[config.mk]
export PLATFORM = sky130hd
export DESIGN_NAME = mtr_ram
export DESIGN_NICKNAME = d
export VERILOG_FILES = /design/src/rtl/mtr_pkg.sv /design/src/rtl/mtr_ram.sv
export SDC_FILE = /design/constraint.sdc
export NUM_CORES = 2
export LEC_CHECK = 0
export BUFFER_PORTS_ARGS = -buffer_cell sky130_fd_sc_hd__buf_2
export CORE_UTILIZATION = 40
export DETAILED_ROUTE_END_ITERATION = 12
export HOLD_SLACK_MARGIN = 0.03
export PLACE_DENSITY_LB_ADDON = 0.08
export SETUP_SLACK_MARGIN = 0.5
export SLEW_MARGIN = 20
export SYNTH_ARGS = -nofsm -noshare
export SYNTH_HDL_FRONTEND = slang
export SYNTH_SLANG_ARGS = --single-unit
[constraint.sdc]
create_clock -name clk_i -period 16.03 [get_ports clk_i]
set_clock_uncertainty 0.05 [all_clocks]
set_input_delay 1.603 -clock clk_i [delete_from_list [all_inputs] [get_ports clk_i]]
set_output_delay 1.603 -clock clk_i [all_outputs]
set_load 0.005 [all_outputs]
[src/rtl/mtr_pkg.sv]
// ----------------------------------------------------------------------------
// mtr_pkg
// Shared types, constants and helpers of the media timestamp repair unit.
// ----------------------------------------------------------------------------
`default_nettype none

package mtr_pkg;

  localparam int unsigned DEF_NUM_STREAMS = 16;

  localparam int unsigned TS_W    = 64;  // timestamp width
  localparam int unsigned RATIO_W = 31;  // time base / frame rate term width
  localparam int unsigned PROD_W  = 2 * RATIO_W;
  localparam int unsigned DIVN_W  = PROD_W + 1;  // dividend, product plus half divisor
  localparam int unsigned DIVD_W  = PROD_W;      // divisor
  localparam int unsigned DUR_W   = DIVN_W;      // frame duration
  localparam int unsigned THR_W   = DUR_W + 7;   // duration times one hundred
  localparam int unsigned CNT_W   = 16;          // jump counter
  localparam int unsigned MASK_W  = 16;          // lossy stream mask
  localparam int unsigned SID_W   = 4;
  localparam int unsigned SINK_W  = 2;

  localparam logic [DUR_W-1:0]   DEFAULT_DURATION = DUR_W'(3000);
  localparam logic [RATIO_W-1:0] FALLBACK_FPS     = RATIO_W'(30);
  localparam logic [TS_W-1:0]    START_STAMP      = TS_W'(1);
  localparam logic [TS_W-1:0]    S64_MAX          = {1'b0, {(TS_W-1){1'b1}}};
  localparam logic [CNT_W-1:0]   CNT_MAX          = '1;

  localparam logic OP_PROCESS = 1'b0;
  localparam logic OP_RESET   = 1'b1;

  localparam logic [SINK_W-1:0] SINK_SEGMENT = 2'd0;
  localparam logic [SINK_W-1:0] SINK_FILE    = 2'd1;

  // Per-stream tracking record kept in the state RAM. A held last PTS is
  // marked by the entry valid flop outside the RAM.
  typedef struct packed {
    logic [TS_W-1:0]  prev_pts;
    logic [TS_W-1:0]  guess;
    logic             guess_valid;
    logic [CNT_W-1:0] jump_cnt;
  } stream_entry_t;

  localparam int unsigned ENTRY_W = $bits(stream_entry_t);

  typedef enum logic [3:0] {
    S_IDLE,
    S_LOAD,
    S_MUL_C,
    S_MUL_B,
    S_ADD,
    S_DIV_GO,
    S_DIV,
    S_PSUM,
    S_FIX,
    S_DIFF,
    S_CMP10,
    S_CMP100,
    S_NEXT,
    S_WRB,
    S_FILL,
    S_OUT
  } mtr_state_e;

  // Add a non-negative duration, saturate at the largest signed value.
  function automatic logic [TS_W-1:0] sat_add(input logic [TS_W-1:0] a,
                                              input logic [DUR_W-1:0] d);
    logic [TS_W-1:0] s;
    s = a + TS_W'(d);
    if (!a[TS_W-1] && s[TS_W-1]) begin
      return S64_MAX;
    end
    return s;
  endfunction

endpackage

`default_nettype wire

[src/rtl/mtr_ram.sv]
// ----------------------------------------------------------------------------
// mtr_ram
// Generic single-write, single-read RAM with registered read data.
// ----------------------------------------------------------------------------
`default_nettype none

module mtr_ram #(
  parameter int unsigned WIDTH = mtr_pkg::ENTRY_W,
  parameter int unsigned DEPTH = mtr_pkg::DEF_NUM_STREAMS,
  parameter int unsigned AW    = (DEPTH > 1) ? $clog2(DEPTH) : 1
) (
  input  wire logic             clk_i,
  input  wire logic             we_i,
  input  wire logic [AW-1:0]    waddr_i,
  input  wire logic [WIDTH-1:0] wdata_i,
  input  wire logic             re_i,
  input  wire logic [AW-1:0]    raddr_i,
  output logic      [WIDTH-1:0] rdata_o
);

  logic [WIDTH-1:0] mem_q [DEPTH];

  always_ff @(posedge clk_i) begin
    if (we_i) begin
      mem_q[waddr_i] <= wdata_i;
    end
  end

  always_ff @(posedge clk_i) begin
    if (re_i) begin
      rdata_o <= mem_q[raddr_i];
    end
  end

endmodule

`default_nettype wire

After elaboration in Yosys (flattened, before gate mapping)
Memory sizes are Yosys's and may differ from the RTL's. A register that Yosys moved wholly into a read port is not among the register bits.
Cells that the tools add are included.
Widths: inputs -> output; s select.
{ "totals": {"register_bits": 0, "elab_cells": 3, "latchBits": 0, "romBits": 0, "ram_bits": 2320, "mem_count": 1, "input_bits": 156} }
{ "memory_table": {"columns": ["memory", "depth", "width", "read_ports", "rd_ports_with_merged_regs", "write_ports", "line", "text"], "rows": [
  ["mem_q", 16, 145, 1, 1, 1, "mtr_ram.sv:21", "logic [WIDTH-1:0] mem_q [DEPTH];"]
]} }
{ "classes": {"n_lt_le_gt_ge": 0, "reduce_logical": 0, "n_mul": 0, "n_div": 0, "n_mux": 2, "bitwise_logic": 0, "n_eq_ne": 0, "add_sub_neg": 0, "n_shift": 0} }
{ "ops": {"columns": ["op", "count"], "rows": [
  ["$mux 1", 2]
]} }

Longest topological paths before layout
{ "logic_depth": {"ltp_word": 2, "depth_mapped": 9} }

Worst setup path after synthesis
OpenSTA, ideal clock, no wires.
{ "synth_path": {"path_kind": "input port to flip-flop", "from": "input port waddr_i[2]", "to": "memory mem_q[0][0] (netlist name), enable pin", "stages": 2, "setup_time_ns": 0.829, "t_required_ns": 15.151, "arrival_time_ns": 11.896, "path_buffers": 0, "setup_slack_ns": 3.255, "path_cell_list": "or3b_2 > nor3_1"} }
{ "synth_rtl": {"columns": ["element", "line", "text"], "rows": [
  ["start, declared", "mtr_ram.sv:14", "input wire logic [AW-1:0] waddr_i,"],
  ["end, declared", "mtr_ram.sv:21", null]
]} }
No word-level cell before the write port.

==> results.md <==
| Metric | This run |
|:---|:---|
| Run status | complete, no violations |
| DRC violation total after the first TritonRoute iteration | 3687 |
| Core Area | 227000 µm² |
| Buffers inserted by post-CTS timing repair | 0 |
| Share of the synthesized area in compound gates (AO/OA/AOI/OAI) | 2.49% |
| Static leakage power | 33.4 nW |
| Horizontal die dimension | 480 µm |
| Leading area contributor after synthesis | sky130_fd_sc_hd__edfxtp_1 |
| Final weighted congestion of routability-driven global placement | 0.696 |
| Warnings, synthesis | 0 |
| Synthesized area divided by synthesized cell count | 24.2 µm² |
| Relative max-transition margin | 25.0% |
| Number of failing hold endpoints at the final stage | 0 |
| Setup_tns | 0 ps |
| Predominant post-synthesis flop cell | sky130_fd_sc_hd__edfxtp_1 |
| Routed wire length | 230000 µm |
| Clock input transition at the sequential cells of the worst setup and hold paths | 60 ps |
| Share of layout cells above drive strength 1 | 31.0% |
| Largest family of logic cells by synthesized area | multiplexers |
| Final worst path period share | 30.9% |
| Top post-synthesis cells by area | sky130_fd_sc_hd__edfxtp_1, sky130_fd_sc_hd__mux4_2, sky130_fd_sc_hd__a22oi_1 |
| Clk buf depth | 4 |
| Worst IR drop on VDD | 0.0000719 V |
| Average routed wire per standard cell | 30.8 µm |
| Clock period minus final worst setup slack | 4950 ps |
| Clock tree from TritonCTS | yes |
| WHS | 674 ps |
| Half-perimeter wire length after placement | 111000 µm |
| DRT Pass-1 Iters | 5 |
| Max H-tree Level | 5 |
| Worst hold start | mem_q[7][108]$_DFFE_PP_ |
| RSZ-0062 raised after global routing | no |
| Vias in the first global route | 43632 |
| Maximum clock frequency | 202 MHz |
| Resized cells post-CTS | 0 |
| Origin of the worst setup path | raddr_i[0] |
| Clk Latency, worst-skew pair | 900 ps |
| Fraction of post-synthesis cell area in the top cell type by area | 81.0% |
| Layout area overhead | 15.2% |
| Number of DRC violations after detailed routing | 0 |
| Count of maximum capacitance violations | 0 |
| Number of vias after detailed routing | 41616 |
| Number of distinct library cells after synthesis | 24 |
| Sequential cell area fraction in the yosys report | 81.0% |
| GR Util All Layers | 20.0% |
| I/O Buffers | 300 |
| Final cell utilization of the core | 46.3% |
| Hold WC Path Type | reg -> reg |
| Antenna Violating Nets Remaining | 0 |
| Number of standard cells in the layout, taps in and fillers out | 7476 |
| Hold Buf Count CTS | 0 |
| Critical path class | in -> reg |
| Total die area | 230000 µm² |
| Clock buffers created by TritonCTS | 285 |
| Largest net degree at the start of global routing | 135 |
| Total global routing overflow | 0 |
| Share of cell area taken by muxes after synthesis | 14.5% |
| First-pass GRT wire length | 326000 µm |
| Fraction of the mapped netlist area in adder cells | 0% |
| Number of antenna violations at the first check in global routing | 63 |
| Power per unit of standard cell area | 133 nW/µm² |
| Die height | 480 µm |
| Synthesized-area fraction occupied by and/or/nand/nor cells | 0.896% |
| Async set-reset flop share out of synthesis | 0% |
| Number of nets in the final layout | 4414 |
| Startpoint Class | input port |
| Crit Reg-Reg Startpoint | mem_q[7][133]$_DFFE_PP_ |
| Synthesized netlist cell count | 3778 |
| XOR/XNOR Fraction of Synth Area | 0% |
| EDFF count, synth | 2465 |
| Syn nets | 3934 |
| Cell types with the highest counts after synthesis | sky130_fd_sc_hd__edfxtp_1, sky130_fd_sc_hd__mux4_2, sky130_fd_sc_hd__a22oi_1 |
| Cell with the most instances after synthesis | sky130_fd_sc_hd__edfxtp_1 |
| Number of placed instances, taps included | 6980 |
| Post-synthesis register bit count | 2465 |
| Critical path peak fanout | 64 |
| Actual slew at the worst max-slew pin | 1130 ps |
| Worst endpoint required time | 16620 ps |
| Boundary pin count | 301 |
| Kind of end point of the critical path | flop |
| Count of final setup violators | 0 |
| Clock root cell | sky130_fd_sc_hd__clkbuf_16 |
| Via count normalized by instance count | 5.57 |
| CTS sink cnt | 2465 |
| Number of rows created at floorplan | 175 |
| Slew Viols, Final | 0 |
| Cell Area, Synth | 91400 µm² |
| Initial core utilization | 40.2% |
| Data arrival time of the worst path | 5530 ps |
## where the power goes
| part | switching [mW] | internal (mW) |
|---|---|---|
| Sequential | 0.0486 | 7.26 |
| Combinational | 0.379 | 0.243 |
| Clock | 2.47 | 3.58 |
| Total | 2.90 | 11.1 |
## flip-flops by register name, indices dropped and copies added (netlist names)
register  count
rdata_o     145
mem_q      2320
## cell usage in the layout (no fill, tap or decap), types with 3 or more instances in the layout
| master | instances |
|---|---|
| sky130_fd_sc_hd__o21ai_0 | 11 |
| sky130_fd_sc_hd__nand2b_1 | 16 |
| sky130_fd_sc_hd__edfxtp_1 | 2465 |
| sky130_fd_sc_hd__nor2_4 | 13 |
| sky130_fd_sc_hd__nand2_1 | 117 |
| sky130_fd_sc_hd__a22oi_1 | 253 |
| sky130_fd_sc_hd__a221oi_1 | 12 |
| sky130_fd_sc_hd__nor2b_1 | 20 |
| sky130_fd_sc_hd__inv_6 | 4 |
| sky130_fd_sc_hd__clkbuf_16 | 292 |
| sky130_fd_sc_hd__buf_4 | 78 |
| sky130_fd_sc_hd__clkbuf_1 | 59 |
| sky130_fd_sc_hd__clkinv_2 | 42 |
| sky130_fd_sc_hd__buf_12 | 14 |
| sky130_fd_sc_hd__nor3_2 | 4 |
| sky130_fd_sc_hd__o22a_1 | 7 |
| sky130_fd_sc_hd__mux2i_1 | 26 |
| sky130_fd_sc_hd__bufinv_16 | 17 |
| sky130_fd_sc_hd__mux4_2 | 550 |
| sky130_fd_sc_hd__buf_8 | 3 |
| sky130_fd_sc_hd__clkinv_1 | 61 |
| sky130_fd_sc_hd__diode_2 | 17 |
| sky130_fd_sc_hd__buf_2 | 295 |
| sky130_fd_sc_hd__mux2_2 | 53 |
| sky130_fd_sc_hd__o221ai_1 | 18 |
## path summary, 6_finish.rpt
| check | to | slack, ps | depth (start not counted) |
|---|---|---|---|
| hold / removal | rdata_o[108]$_DFFE_PP_ | 670 | 3 |
| setup reg to reg | rdata_o[133]$_DFFE_PP_ | 14340 | 3 |
| setup / recovery | rdata_o[98]$_DFFE_PP_ | 11080 | 7 |
| hold reg to reg | rdata_o[108]$_DFFE_PP_ | 670 | 3 |
## metrics by stage
stage | power (mW) | setup slack, ps | instance area [µm²]
finish | 14.0 | 11080 | 105000
global route | 14.4 | 10670 | 105000
CTS | 14.2 | 10940 | 105000
detailed placement | 8.09 | 9950 | 96700
global placement | 8.08 | 10000 | 96700
floorplan | 7.80 | 3260 | 91400
## area by class of cell
cell class | instances | area [µm²]
well taps | 3009 | 3760
repair buffers | 392 | 2410
flip-flops and latches | 2465 | 74000
clock inverters | 128 | 1020
diodes | 17 | 42.5
clock buffers | 351 | 7530
multi-input cells | 1114 | 16500
fillers | 18859 | 122000
## worst max-delay path, cell delays in order
cell and delay (ps):
sky130_fd_sc_hd__buf_8 480, sky130_fd_sc_hd__buf_4 790, sky130_fd_sc_hd__buf_4 710, sky130_fd_sc_hd__buf_4 790, sky130_fd_sc_hd__mux4_2 600, sky130_fd_sc_hd__a22oi_1 220, sky130_fd_sc_hd__nand2_1 70
## metal layers
metal	track usage, %	vias up	wire length, µm
met3	4.05	355	14400
met1	28.7	22773	102000
met2	31.6	1158	109000
met4	4.47	44	3970
met5	0.394	-	382
li1	-	17286	-
## cell families (layout without fill, tap and decap cells)
| kind of cell | count (synthesis) | count (layout) |
|---|---|---|
| buffers and inverters | 199 | 871 |
| DFF | 2465 | 2465 |
| muxes | 629 | 629 |
| AOI/OAI and AO/OA | 301 | 301 |
| other | 0 | 17 |
| and+or+nand+nor | 184 | 184 |
Power figures use the tool's default switching activity.
