--- config.mk ---
export PLATFORM = sky130hd
export DESIGN_NAME = mtr_div
export DESIGN_NICKNAME = d
export VERILOG_FILES = /design/src/rtl/mtr_pkg.sv /design/src/rtl/mtr_div.sv
export SDC_FILE = /design/constraint.sdc
export NUM_CORES = 1
export LEC_CHECK = 0
export ABC_CLOCK_PERIOD_IN_PS = 5200
export BUFFER_PORTS_ARGS = -buffer_cell sky130_fd_sc_hd__buf_4
export CAP_MARGIN = 20
export CORE_MARGIN = 3
export CORE_UTILIZATION = 62
export DETAILED_ROUTE_END_ITERATION = 7
export PLACE_DENSITY = 0.87
export SLEW_MARGIN = 20
export SYNTH_ARGS = -nofsm -noshare
export SYNTH_HDL_FRONTEND = slang
export SYNTH_SLANG_ARGS = --single-unit
--- constraint.sdc ---
create_clock -name clk_i -period 5.2 [get_ports clk_i]
set_input_delay 0.52 -clock clk_i [delete_from_list [all_inputs] [get_ports clk_i]]
set_output_delay 0.52 -clock clk_i [all_outputs]
set_load 0.01 [all_outputs]
--- src/rtl/mtr_pkg.sv ---
// ----------------------------------------------------------------------------
// mtr_pkg
// Shared types, constants and helpers of the media timestamp repair unit.
// ----------------------------------------------------------------------------
`default_nettype none

package mtr_pkg;

  localparam int unsigned DEF_NUM_STREAMS = 16;

  localparam int unsigned TS_W    = 64;  // timestamp width
  localparam int unsigned RATIO_W = 31;  // time base / frame rate term width
  localparam int unsigned PROD_W  = 2 * RATIO_W;
  localparam int unsigned DIVN_W  = PROD_W + 1;  // dividend, product plus half divisor
  localparam int unsigned DIVD_W  = PROD_W;      // divisor
  localparam int unsigned DUR_W   = DIVN_W;      // frame duration
  localparam int unsigned THR_W   = DUR_W + 7;   // duration times one hundred
  localparam int unsigned CNT_W   = 16;          // jump counter
  localparam int unsigned MASK_W  = 16;          // lossy stream mask
  localparam int unsigned SID_W   = 4;
  localparam int unsigned SINK_W  = 2;

  localparam logic [DUR_W-1:0]   DEFAULT_DURATION = DUR_W'(3000);
  localparam logic [RATIO_W-1:0] FALLBACK_FPS     = RATIO_W'(30);
  localparam logic [TS_W-1:0]    START_STAMP      = TS_W'(1);
  localparam logic [TS_W-1:0]    S64_MAX          = {1'b0, {(TS_W-1){1'b1}}};
  localparam logic [CNT_W-1:0]   CNT_MAX          = '1;

  localparam logic OP_PROCESS = 1'b0;
  localparam logic OP_RESET   = 1'b1;

  localparam logic [SINK_W-1:0] SINK_SEGMENT = 2'd0;
  localparam logic [SINK_W-1:0] SINK_FILE    = 2'd1;

  // Per-stream tracking record kept in the state RAM. A held last PTS is
  // marked by the entry valid flop outside the RAM.
  typedef struct packed {
    logic [TS_W-1:0]  prev_pts;
    logic [TS_W-1:0]  guess;
    logic             guess_valid;
    logic [CNT_W-1:0] jump_cnt;
  } stream_entry_t;

  localparam int unsigned ENTRY_W = $bits(stream_entry_t);

  typedef enum logic [3:0] {
    S_IDLE,
    S_LOAD,
    S_MUL_C,
    S_MUL_B,
    S_ADD,
    S_DIV_GO,
    S_DIV,
    S_PSUM,
    S_FIX,
    S_DIFF,
    S_CMP10,
    S_CMP100,
    S_NEXT,
    S_WRB,
    S_FILL,
    S_OUT
  } mtr_state_e;

  // Add a non-negative duration, saturate at the largest signed value.
  function automatic logic [TS_W-1:0] sat_add(input logic [TS_W-1:0] a,
                                              input logic [DUR_W-1:0] d);
    logic [TS_W-1:0] s;
    s = a + TS_W'(d);
    if (!a[TS_W-1] && s[TS_W-1]) begin
      return S64_MAX;
    end
    return s;
  endfunction

endpackage

`default_nettype wire

--- src/rtl/mtr_div.sv ---
// ----------------------------------------------------------------------------
// mtr_div
// Restoring unsigned divider, one quotient bit per cycle.
// ----------------------------------------------------------------------------
`default_nettype none

module mtr_div #(
  parameter int unsigned NUM_W = mtr_pkg::DIVN_W,
  parameter int unsigned DEN_W = mtr_pkg::DIVD_W
) (
  input  wire logic             clk_i,
  input  wire logic             rst_ni,
  input  wire logic             start_i,
  input  wire logic [NUM_W-1:0] num_i,
  input  wire logic [DEN_W-1:0] den_i,
  output logic                  busy_o,
  output logic                  done_o,
  output logic      [NUM_W-1:0] quot_o
);

  localparam int unsigned CW = $clog2(NUM_W + 1);

  logic [NUM_W-1:0] quo_q;
  logic [DEN_W-1:0] rem_q, den_q;
  logic [CW-1:0]    cnt_q;
  logic             busy_q, done_q;
  logic [DEN_W+1:0] trial;
  logic             fits;

  // shift in the next dividend bit, try the subtract
  assign trial = {1'b0, rem_q, quo_q[NUM_W-1]} - {2'b00, den_q};
  assign fits  = !trial[DEN_W+1];

  always_ff @(posedge clk_i or negedge rst_ni) begin
    if (!rst_ni) begin
      busy_q <= 1'b0;
      done_q <= 1'b0;
      cnt_q  <= '0;
    end else begin
      done_q <= 1'b0;
      if (start_i) begin
        busy_q <= 1'b1;
        cnt_q  <= CW'(NUM_W);
      end else if (busy_q) begin
        cnt_q <= cnt_q - CW'(1);
        if (cnt_q == CW'(1)) begin
          busy_q <= 1'b0;
          done_q <= 1'b1;
        end
      end
    end
  end

  always_ff @(posedge clk_i) begin
    if (start_i) begin
      quo_q <= num_i;
      rem_q <= '0;
      den_q <= den_i;
    end else if (busy_q) begin
      quo_q <= {quo_q[NUM_W-2:0], fits};
      rem_q <= fits ? trial[DEN_W-1:0] : {rem_q[DEN_W-2:0], quo_q[NUM_W-1]};
    end
  end

  assign busy_o = busy_q;
  assign done_o = done_q;
  assign quot_o = quo_q;

endmodule

`default_nettype wire

; ---- Yosys cells after proc, flatten, opt, wreduce, memory -nomap -nowiden
; Index checks and enable logic that the tools add are counted.
[op_classes]
add_sub_neg = 2
eq_ne = 1
muxes = 11
reduce_logical = 2
[op_table]
columns = op, count
row1 = 63-bit 2-to-1 mux, 2
row2 = 63-bit by 62-bit subtractor with 64-bit output, 1
row3 = 62-bit 2-to-1 mux, 1
row4 = 6-bit 2-to-1 mux, 2
row5 = "6-bit by 1-bit == test with 1-bit output, second input constant", 1
row6 = 1-bit 2-to-1 mux, 6
row7 = "6-bit by 1-bit subtractor with 6-bit output, second input constant", 1
row8 = 2-bit nonzero test, 1
row9 = 1-bit logical NOT, 1
[word_totals]
reg_bits = 195
in_bits = 128
out_inout_bits = 65
word_cells = 22

; ---- Depth between registers and ports, before layout
; Gate-level depths: netlist (run 1).
[depth]
word_depth = 4
mapped_depth = 15
depth_no_buf = 14

; ---- Least setup slack after synthesis (run 1)
; No wires, ideal clock.
[synth_path]
path_kind = reg-to-reg
start = reg quo_q[62], in the netlist quot_o[62]
end = reg rem_q[50]
setup_ns = 0.117
t_arrival_ns = 3.030
required_ns = 5.083
setup_slack_ns = 2.053
stages_incl_launch_ff = 15
path_buffers = 0
synth_period_minus_slack_ns = 3.147
cell_sequence = edfxtp_1 inv_1 ha_1 fa_1 and2b_1 o211ai_1 a31oi_1 o21a_1 o211ai_1 o311a_2 nor4_2 nor3_1 xor2_1 o21ai_0 a22o_1
[synth_via]
elab_chain_len = 2
[synth_lines]
columns = element, line
row1 = from (decl), mtr_div.sv:23  ; logic [NUM_W-1:0] quo_q;
row2 = from (signal assigned), mtr_div.sv:56  ; quo_q <= num_i;
row3 = from (signal assigned), mtr_div.sv:60  ; quo_q <= {quo_q[NUM_W-2:0], fits};
row4 = 63-bit by 62-bit subtractor with 64-bit output, mtr_div.sv:31  ; assign trial = {1'b0, rem_q, quo_q[NUM_W-1]} - {2'b00, den_q};
row5 = 62-bit 2-to-1 mux, mtr_div.sv:61  ; rem_q <= fits ? trial[DEN_W-1:0] : {rem_q[DEN_W-2:0], quo_q[NUM_W-1]};
row6 = to (signal assigned), mtr_div.sv:61
row7 = to (decl), mtr_div.sv:24  ; logic [DEN_W-1:0] rem_q, den_q;
; No other way between the ends.
; A chain may end at the register's enable or synchronous reset.

; ---- Worst setup path after layout (run 1)
[layout_path]
start = reg den_q[1]
end = reg rem_q[16]
[layout_via]
elab_chain_len = 2
[layout_lines]
columns = element, line
row1 = from (decl), mtr_div.sv:24
row2 = from (signal assigned), mtr_div.sv:58  ; den_q <= den_i;
row3 = 63-bit by 62-bit subtractor with 64-bit output, mtr_div.sv:31
row4 = 62-bit 2-to-1 mux, mtr_div.sv:61
; No other way between the ends.

==> impl_metrics.yaml, run 1 <==
sta:
  period_share_pct: 70.1
  rsz0062_at_grt: "false"
  finalHoldViolCount: 0
  fmax_mhz: 274
  skew_ns: 0.0121
  slew_violations: 0
  min_period_ns: 3.65
  setup-violations-final: 0
  timing.slew.headroom_pct: 42.2
  tightest_slew_ns: 0.867
  final.setup.tns_ns: 0
yosys:
  netlist_area_sq_um: 11400
  ys_warn_count: 0
  synth_edf_count: 125
  yosysSeqAreaShare_pct: 45.8
  postSynthCellCount: 1162
  async_flop_share_pct: 4.10
  synth_fp_nets: 1355
  synth_seq_cells: 195
  synthDistinctLibCells: 69
  avgSynthCellArea_sq_um: 9.77
  synth_flop_cell: "edfxtp_1"
power:
  clockPowerShare_pct: 37.4
  combPwrFrac_pct: 13.6
  p_leak_nw: 5.87
  internal_power_mw: 2.77
  peakVddDrop_mv: 0.282
  p_sw_share_pct: 24.6
  switchingPower_mw: 0.903
  p_per_area_nw_per_um2: 272
  seq_power_share_pct: 49.0
critical_path:
  crit_type: "flip-flop to flip-flop"
  cp-start-kind: "flip-flop"
  endpoint_kind: "flip-flop"
  cpLargestDelayFamily: "compound AO/OA/AOI/OAI gates"
  crit_required_ns: 5.53
  cp.arrival_ns: 3.98
  path_cells: "inv_1 > ha_1 > nor2b_1 > o2111a_1 > o211ai_1 > o221ai_2 > o211ai_1 > nand3_2 > a31oi_4 > buf_12 > a21oi_1 > a211oi_1"
  worstPathMaxFanout: 101
  path_common_cell: "o211ai_1"
  cp_slowest_cell: "a31oi_4"
  crit_buf_inv: 2
  cpPeakStageDelay_ns: 0.53
floorplanning:
  die_width_um: 141
  num_rows: 48
  die_y_um: 141
  initial_utilization_pct: 64.5
  core_sq_um: 17600
  io_pins: 193
  dieArea_sq_um: 20000
clock_network:
  post_cts_buffers: 0
  insertion_delay_ns: 0.44
  ctsLongestPathBuffers: 2
  h-tree-depth: 4
  cts_tree: "done"
  path_clk_slew_ns: 0.07
  cts-root-buf: "clkbuf_16"
  cts_buffers: 17
  clkSinkCount: 195
global_routing:
  grt.total_usage_pct: 27.5
  grt_pass1_wl_um: 44400
  grt_max_degree: 118
  grt.overflow.total: 0
  grt_pass1_vias: 8945
  antenna_found_initial: 0
routing:
  drt_iter0_drc: 872
  wl_met2_um: 13600
  wl_um: 27700
  drc: 0
  dr.pass1.iters: 5
  wl_met3_um: 1830
  wl_per_cell_um: 17.8
  vias: 9327
  ant_nets: 0
  top_layer: "met4"
  drt-met1-wl_um: 11500
  routed_via_density: 6.01
final_layout:
  fillers: 1158
  final_nets: 1506
  antenna_cells: 0
  final_cell_area_sq_um: 13500
  final_core_util_pct: 76.6
  multiInputGateArea_sq_um: 5570
  regArea_sq_um: 5200
  drive_above_1_share_pct: 22.8
  area_growth_pct: 18.7
place:
  dpl-instance-area_sq_um: 12900
  dp_hpwl_um: 19700
  port_buffers: 192
  routabilityCongestion: 0.980
outcome:
  status: "completed"
job:
  maxCapViolCount: 0
min_path:
  min_path_type: "input port to flip-flop"
synthesized netlist by cell type (2+ instances only):
cell	number	area share [%]
nand3_1	11	0.48
a41oi_1	2	0.15
a31o_2	2	0.15
nor4_1	6	0.33
a32oi_1	2	0.15
xnor2_1	31	2.4
a21boi_0	4	0.26
dfrtp_1	8	1.8
o41ai_1	2	0.15
nor2b_1	9	0.50
mux2_2	62	6.1
and3_1	7	0.39
nand2b_1	12	0.66
edfxtp_1	125	33
buf_4	3	0.20
a22oi_1	2	0.13
mux2i_1	13	1.1
xor2_1	30	2.3
and2_1	3	0.17
buf_2	16	0.71
o31ai_1	3	0.20
inv_1	84	2.8
nand2_1	89	2.9
o21ai_0	58	2.6
o41a_1	2	0.20
clkbuf_1	46	1.5
o21ai_1	9	0.40
ha_1	64	7.1
o22ai_1	3	0.17
a31oi_1	9	0.50
nor4_2	2	0.22
a211o_1	2	0.15
nand4_1	19	1.0
o2111a_1	2	0.20
nor2_1	112	3.7
dfxtp_1	62	11
o211ai_1	19	1.3
o21bai_1	9	0.59
a21oi_1	103	4.5
o21a_1	6	0.40
a211oi_1	39	2.6
a21o_1	22	1.5
nor3_1	19	0.84
o2111ai_1	4	0.31
layer usage:
metal,track usage [%],vias up
met1,34.9,4376
met3,6.27,69
met5,0,-
li1,-,4507
met4,8.72,0
met2,46.8,375
registers in the layout, summed over array words and instances (netlist names):
name	count
cnt_q	6
done_o	1
busy_o	1
rem_q	62
quot_o	63
den_q	62
cell type report:
type                    instances  share of cell area (%)
well taps                     225                    2.09
flip-flops and latches        195                    38.6
clock buffers                  19                    3.21
clock inverters                13                    1.27
repair buffers                197                    11.2
inverters                      84                    2.34
multi-input cells             818                    41.3
logic make-up (layout without fill, tap and decap cells):
kind of cell / after synthesis / count (layout) / synth area share [%]
compound gates: 317 / 317 / 17.8
simple gates: 300 / 300 / 12.1
flops: 195 / 195 / 45.8
buf+inv: 149 / 313 / 5.20
mux: 75 / 75 / 7.29
fa+ha+maj: 65 / 65 / 7.23
xor+xnor: 61 / 61 / 4.71
cells in the final DEF (no fill, tap or decap), types with 58 or more instances in the layout:
cell / synthesis / layout
nand2_1: 89 / 89
ha_1: 64 / 64
buf_4: 3 / 192
edfxtp_1: 125 / 125
a21oi_1: 103 / 103
dfxtp_1: 62 / 62
mux2_2: 62 / 62
inv_1: 84 / 83
nor2_1: 112 / 112
o21ai_0: 58 / 58
power groups by stage:
| stage | Clock [mW] | Sequential, mW | Combinational (mW) |
|---|---|---|---|
| 6_report | 1.37 | 1.80 | 0.498 |
| 3_5_place_dp | 0 | 1.83 | 0.491 |
| 5_1_grt | 1.44 | 1.81 | 0.538 |
| 2_1_floorplan | 0 | 1.85 | 0.242 |
| 4_1_cts | 1.38 | 1.80 | 0.496 |
| 3_3_place_gp | 0 | 1.83 | 0.476 |
repair_timing:
action,in CTS,in global routing
hold endpoints to repair,8,0
resized for setup,0,0
hold buffers,1,0
final timing paths:
path                                        start                endpoint  slack [ns]  cells after the start
max                            den_q[1]$_DFFE_PP_  rem_q[16]$_SDFFE_PP0P_        1.55                     12
min                                     den_i[32]     den_q[32]$_DFFE_PP_        0.25                      1
max reg2reg                    den_q[1]$_DFFE_PP_  rem_q[16]$_SDFFE_PP0P_        1.55                     12
min reg2reg                rem_q[58]$_SDFFE_PP0P_  rem_q[58]$_SDFFE_PP0P_        0.49                      2
max in group asynchronous                  rst_ni        busy_o$_DFF_PN0_        4.60                      2
min in group asynchronous                  rst_ni    cnt_q[0]$_DFFE_PN0P_        0.44                      2
metrics by stage:
step,hold slack (ns),std cells,total power [mW],setup WS (ns)
global placement,0.345,1518,2.30,1.74
floorplan,0.224,1162,2.09,2.05
CTS,0.243,1551,3.68,1.56
global route,0.236,1551,3.79,1.24
detailed placement,0.348,1518,2.32,1.60
finish,0.251,1551,3.67,1.55
Note: power is estimated with default switching activity, not from simulation.
==> run 2: changes to the inputs <==
--- a/config.mk
+++ b/config.mk
@@ -5,13 +5,14 @@
 export SDC_FILE = /design/constraint.sdc
 export NUM_CORES = 1
 export LEC_CHECK = 0
-export ABC_CLOCK_PERIOD_IN_PS = 5200
+export ABC_AREA = 1
+export ABC_CLOCK_PERIOD_IN_PS = 3460
 export BUFFER_PORTS_ARGS = -buffer_cell sky130_fd_sc_hd__buf_4
 export CAP_MARGIN = 20
 export CORE_MARGIN = 3
-export CORE_UTILIZATION = 62
+export CORE_UTILIZATION = 59
 export DETAILED_ROUTE_END_ITERATION = 7
-export PLACE_DENSITY = 0.87
+export PLACE_DENSITY = 0.82
 export SLEW_MARGIN = 20
 export SYNTH_ARGS = -nofsm -noshare
 export SYNTH_HDL_FRONTEND = slang
==> constraint.sdc (replaced) <==
create_clock -name clk_i -period 3.46 [get_ports clk_i]
set_input_delay 0.346 -clock clk_i [delete_from_list [all_inputs] [get_ports clk_i]]
set_output_delay 0.346 -clock clk_i [all_outputs]
set_load 0.01 [all_outputs]
==> run 2 against run 1 <==
  * Wire length up 54%
  * Die area up 28%
  * Clock skew up 0.0092 ns
  * Critical path depth up 5
  * Fmax up 22%
  * First-iteration DRC count up 47%
  * Cell count up 71%
  * Combinational power rose to 3.7 times the previous value
  * Area after synthesis up 23%
  * Hold slack worse by 0.20 ns
  * Highest routed layer unchanged
==> impl_metrics.yaml, run 2 <==
outcome:
  status: "completed"
place:
  dpl_worst_slack_ns: 0.563
  port_buffers: 192
  routabilityCongestion: 1.06
  dp_hpwl_um: 32800
  dpl.cell_count: 2622
  dpl-instance-area_sq_um: 15600
yosys:
  async_flop_share_pct: 4.10
  synth.top_cells.by_count: "923 x nand2_1, 431 x inv_1, 158 x nand3_1"
  synth_most_common_cell: "nand2_1"
  synth_flop_cell: "edfxtp_1"
  synth_edf_count: 125
  avgSynthCellArea_sq_um: 6.47
  yosysSeqAreaShare_pct: 37.3
  ys_top_cells_by_area: "edfxtp_1 27%, nand2_1 25%, inv_1 12%, dfxtp_1 8.9%, ha_1 5.7%"
  postSynthCellCount: 2153
  synth_seq_cells: 195
  synth_top_cell_by_area: "edfxtp_1"
  synthDistinctLibCells: 37
  synth_fp_nets: 2346
  ys_warn_count: 0
  synth.top_cell.area_share_pct: 26.9
  netlist_area_sq_um: 13900
critical_path:
  crit_required_ns: 3.82
  cp.arrival_ns: 3.36
  worstPathMaxFanout: 37
  cp-start-kind: "flip-flop"
  endpoint_kind: "flip-flop"
  crit_type: "flip-flop to flip-flop"
floorplanning:
  io_pins: 193
  die_width_um: 160
  initial_utilization_pct: 60.8
  num_rows: 55
  dieArea_sq_um: 25500
  core_sq_um: 22900
  die_y_um: 160
sta:
  hold_ws_ns: 0.0548
  rsz0062_at_grt: "false"
  skew_ns: 0.0213
  final.setup.tns_ns: 0
  setup-violations-final: 0
  period_share_pct: 86.7
  min_period_ns: 3.00
  fmax_mhz: 333
  finalHoldViolCount: 0
  final.setup.worst_slack_ns: 0.461
  timing.slew.headroom_pct: 30.6
  tightest_slew_ns: 1.04
  slew_violations: 0
clock_network:
  h-tree-depth: 4
  cts_tree: "done"
  path_clk_slew_ns: 0.09
  clkSinkCount: 195
  ctsLongestPathBuffers: 2
  post_cts_buffers: 0
  cts_resized: 0
  cts-root-buf: "clkbuf_16"
  cts_buffers: 17
  insertion_delay_ns: 0.46
final_layout:
  antenna_cells: 0
  final_cell_mix: "923 x nand2_1, 430 x inv_1, 200 x buf_4"
  largest_reg_flops: 63
  final_core_util_pct: 71.0
  drive_above_1_share_pct: 11.3
  area_growth_pct: 16.8
  final_common_cell: "nand2_1"
  fin_cells: 2655
  final_nets: 2522
  final_cell_area_sq_um: 16300
min_path:
  min_path_type: "input port to flip-flop"
global_routing:
  grt.total_usage_pct: 33.0
  antenna_found_initial: 0
  grt.overflow.total: 0
  grt_pass1_vias: 13183
  grt_max_degree: 76
  grt_pass1_wl_um: 67400
routing:
  ant_nets: 0
  wl_per_cell_um: 16.0
  routed_via_density: 5.22
  dr.pass1.iters: 6
  wl_um: 42500
  vias: 13847
  drc: 0
  drt_iter0_drc: 1286
power:
  p_per_area_nw_per_um2: 417
  p_leak_nw: 9.04
  peakVddDrop_mv: 0.277
  power.total_mw: 6.78
job:
  maxCapViolCount: 0
-- run 2: cell families after synthesis --
group | share of synthesized area, %
AND/OR/NAND/NOR | 38.0
buffers and inverters | 14.0
AO/OA/AOI/OAI | 3.17
adder cells (fa/ha/maj) | 5.89
flip-flops | 37.3
XOR/XNOR | 1.63
-- run 2: layer usage --
| metal | GRT usage [%] | vias to the layer above | share of wire [%] | wire [um] |
|---|---|---|---|---|
| met2 | 52.9 | 660 | 44 | 18900 |
| met4 | 9.71 | 0 | 2.5 | 1070 |
| met5 | 0 | - | 0 | 0 |
| li1 | - | 6879 | - | - |
| met1 | 45.3 | 6240 | 43 | 18400 |
| met3 | 6.82 | 68 | 9.7 | 4150 |
-- run 2: area by class of cell --
| class | instances | area (sq um) |
|---|---|---|
| well taps | 313 | 392 |
| clock buffers | 17 | 425 |
| multi-input cells | 1456 | 6800 |
| repair buffers | 203 | 1550 |
| flip-flops and latches | 195 | 5190 |
| inverters | 456 | 1710 |
| fillers | 1980 | 6650 |
| clock inverters | 15 | 193 |
-- run 2: timing repair --
action                     CTS  global route
setup endpoints to repair    0             0
hold buffers                 1             0
hold endpoints to repair     8             0
-- run 2: power by group --
group / internal [mW] / switching [mW] / total, mW
Clock: 1.00 / 1.13 / 2.14
Combinational: 0.693 / 1.15 / 1.84
Sequential: 2.69 / 0.114 / 2.80
-- run 2: critical path, cell delays in order, from the launching register on --
cell and delay, ns:
edfxtp_1 0.34, inv_1 0.04, ha_1 0.38, a21oi_2 0.15
nand2_1 0.13, nand2_1 0.10, nand2_2 0.09, nand2_1 0.09
nand2_2 0.09, nand2_1 0.09, nand2_1 0.10, nand2_4 0.31
buf_4 0.51, nand3b_1 0.17, nand2_1 0.12, clkinv_1 0.06
nand2_1 0.05, nand2_1 0.05
-- run 2: path summary, 6_finish.rpt --
path | from | to | slack [ns] | cells past startpoint
min in group asynchronous | rst_ni | done_o$_DFF_PN0_ | 0.24 | 2
hold / removal | den_i[56] | den_q[56]$_DFFE_PP_ | 0.05 | 1
max in group asynchronous | rst_ni | cnt_q[4]$_DFFE_PN0P_ | 3.06 | 2
setup / recovery | den_q[2]$_DFFE_PP_ | rem_q[49]$_SDFFE_PP0P_ | 0.46 | 17
hold reg to reg | rem_q[44]$_SDFFE_PP0P_ | rem_q[44]$_SDFFE_PP0P_ | 0.47 | 2
setup reg to reg | den_q[2]$_DFFE_PP_ | rem_q[49]$_SDFFE_PP0P_ | 0.46 | 17
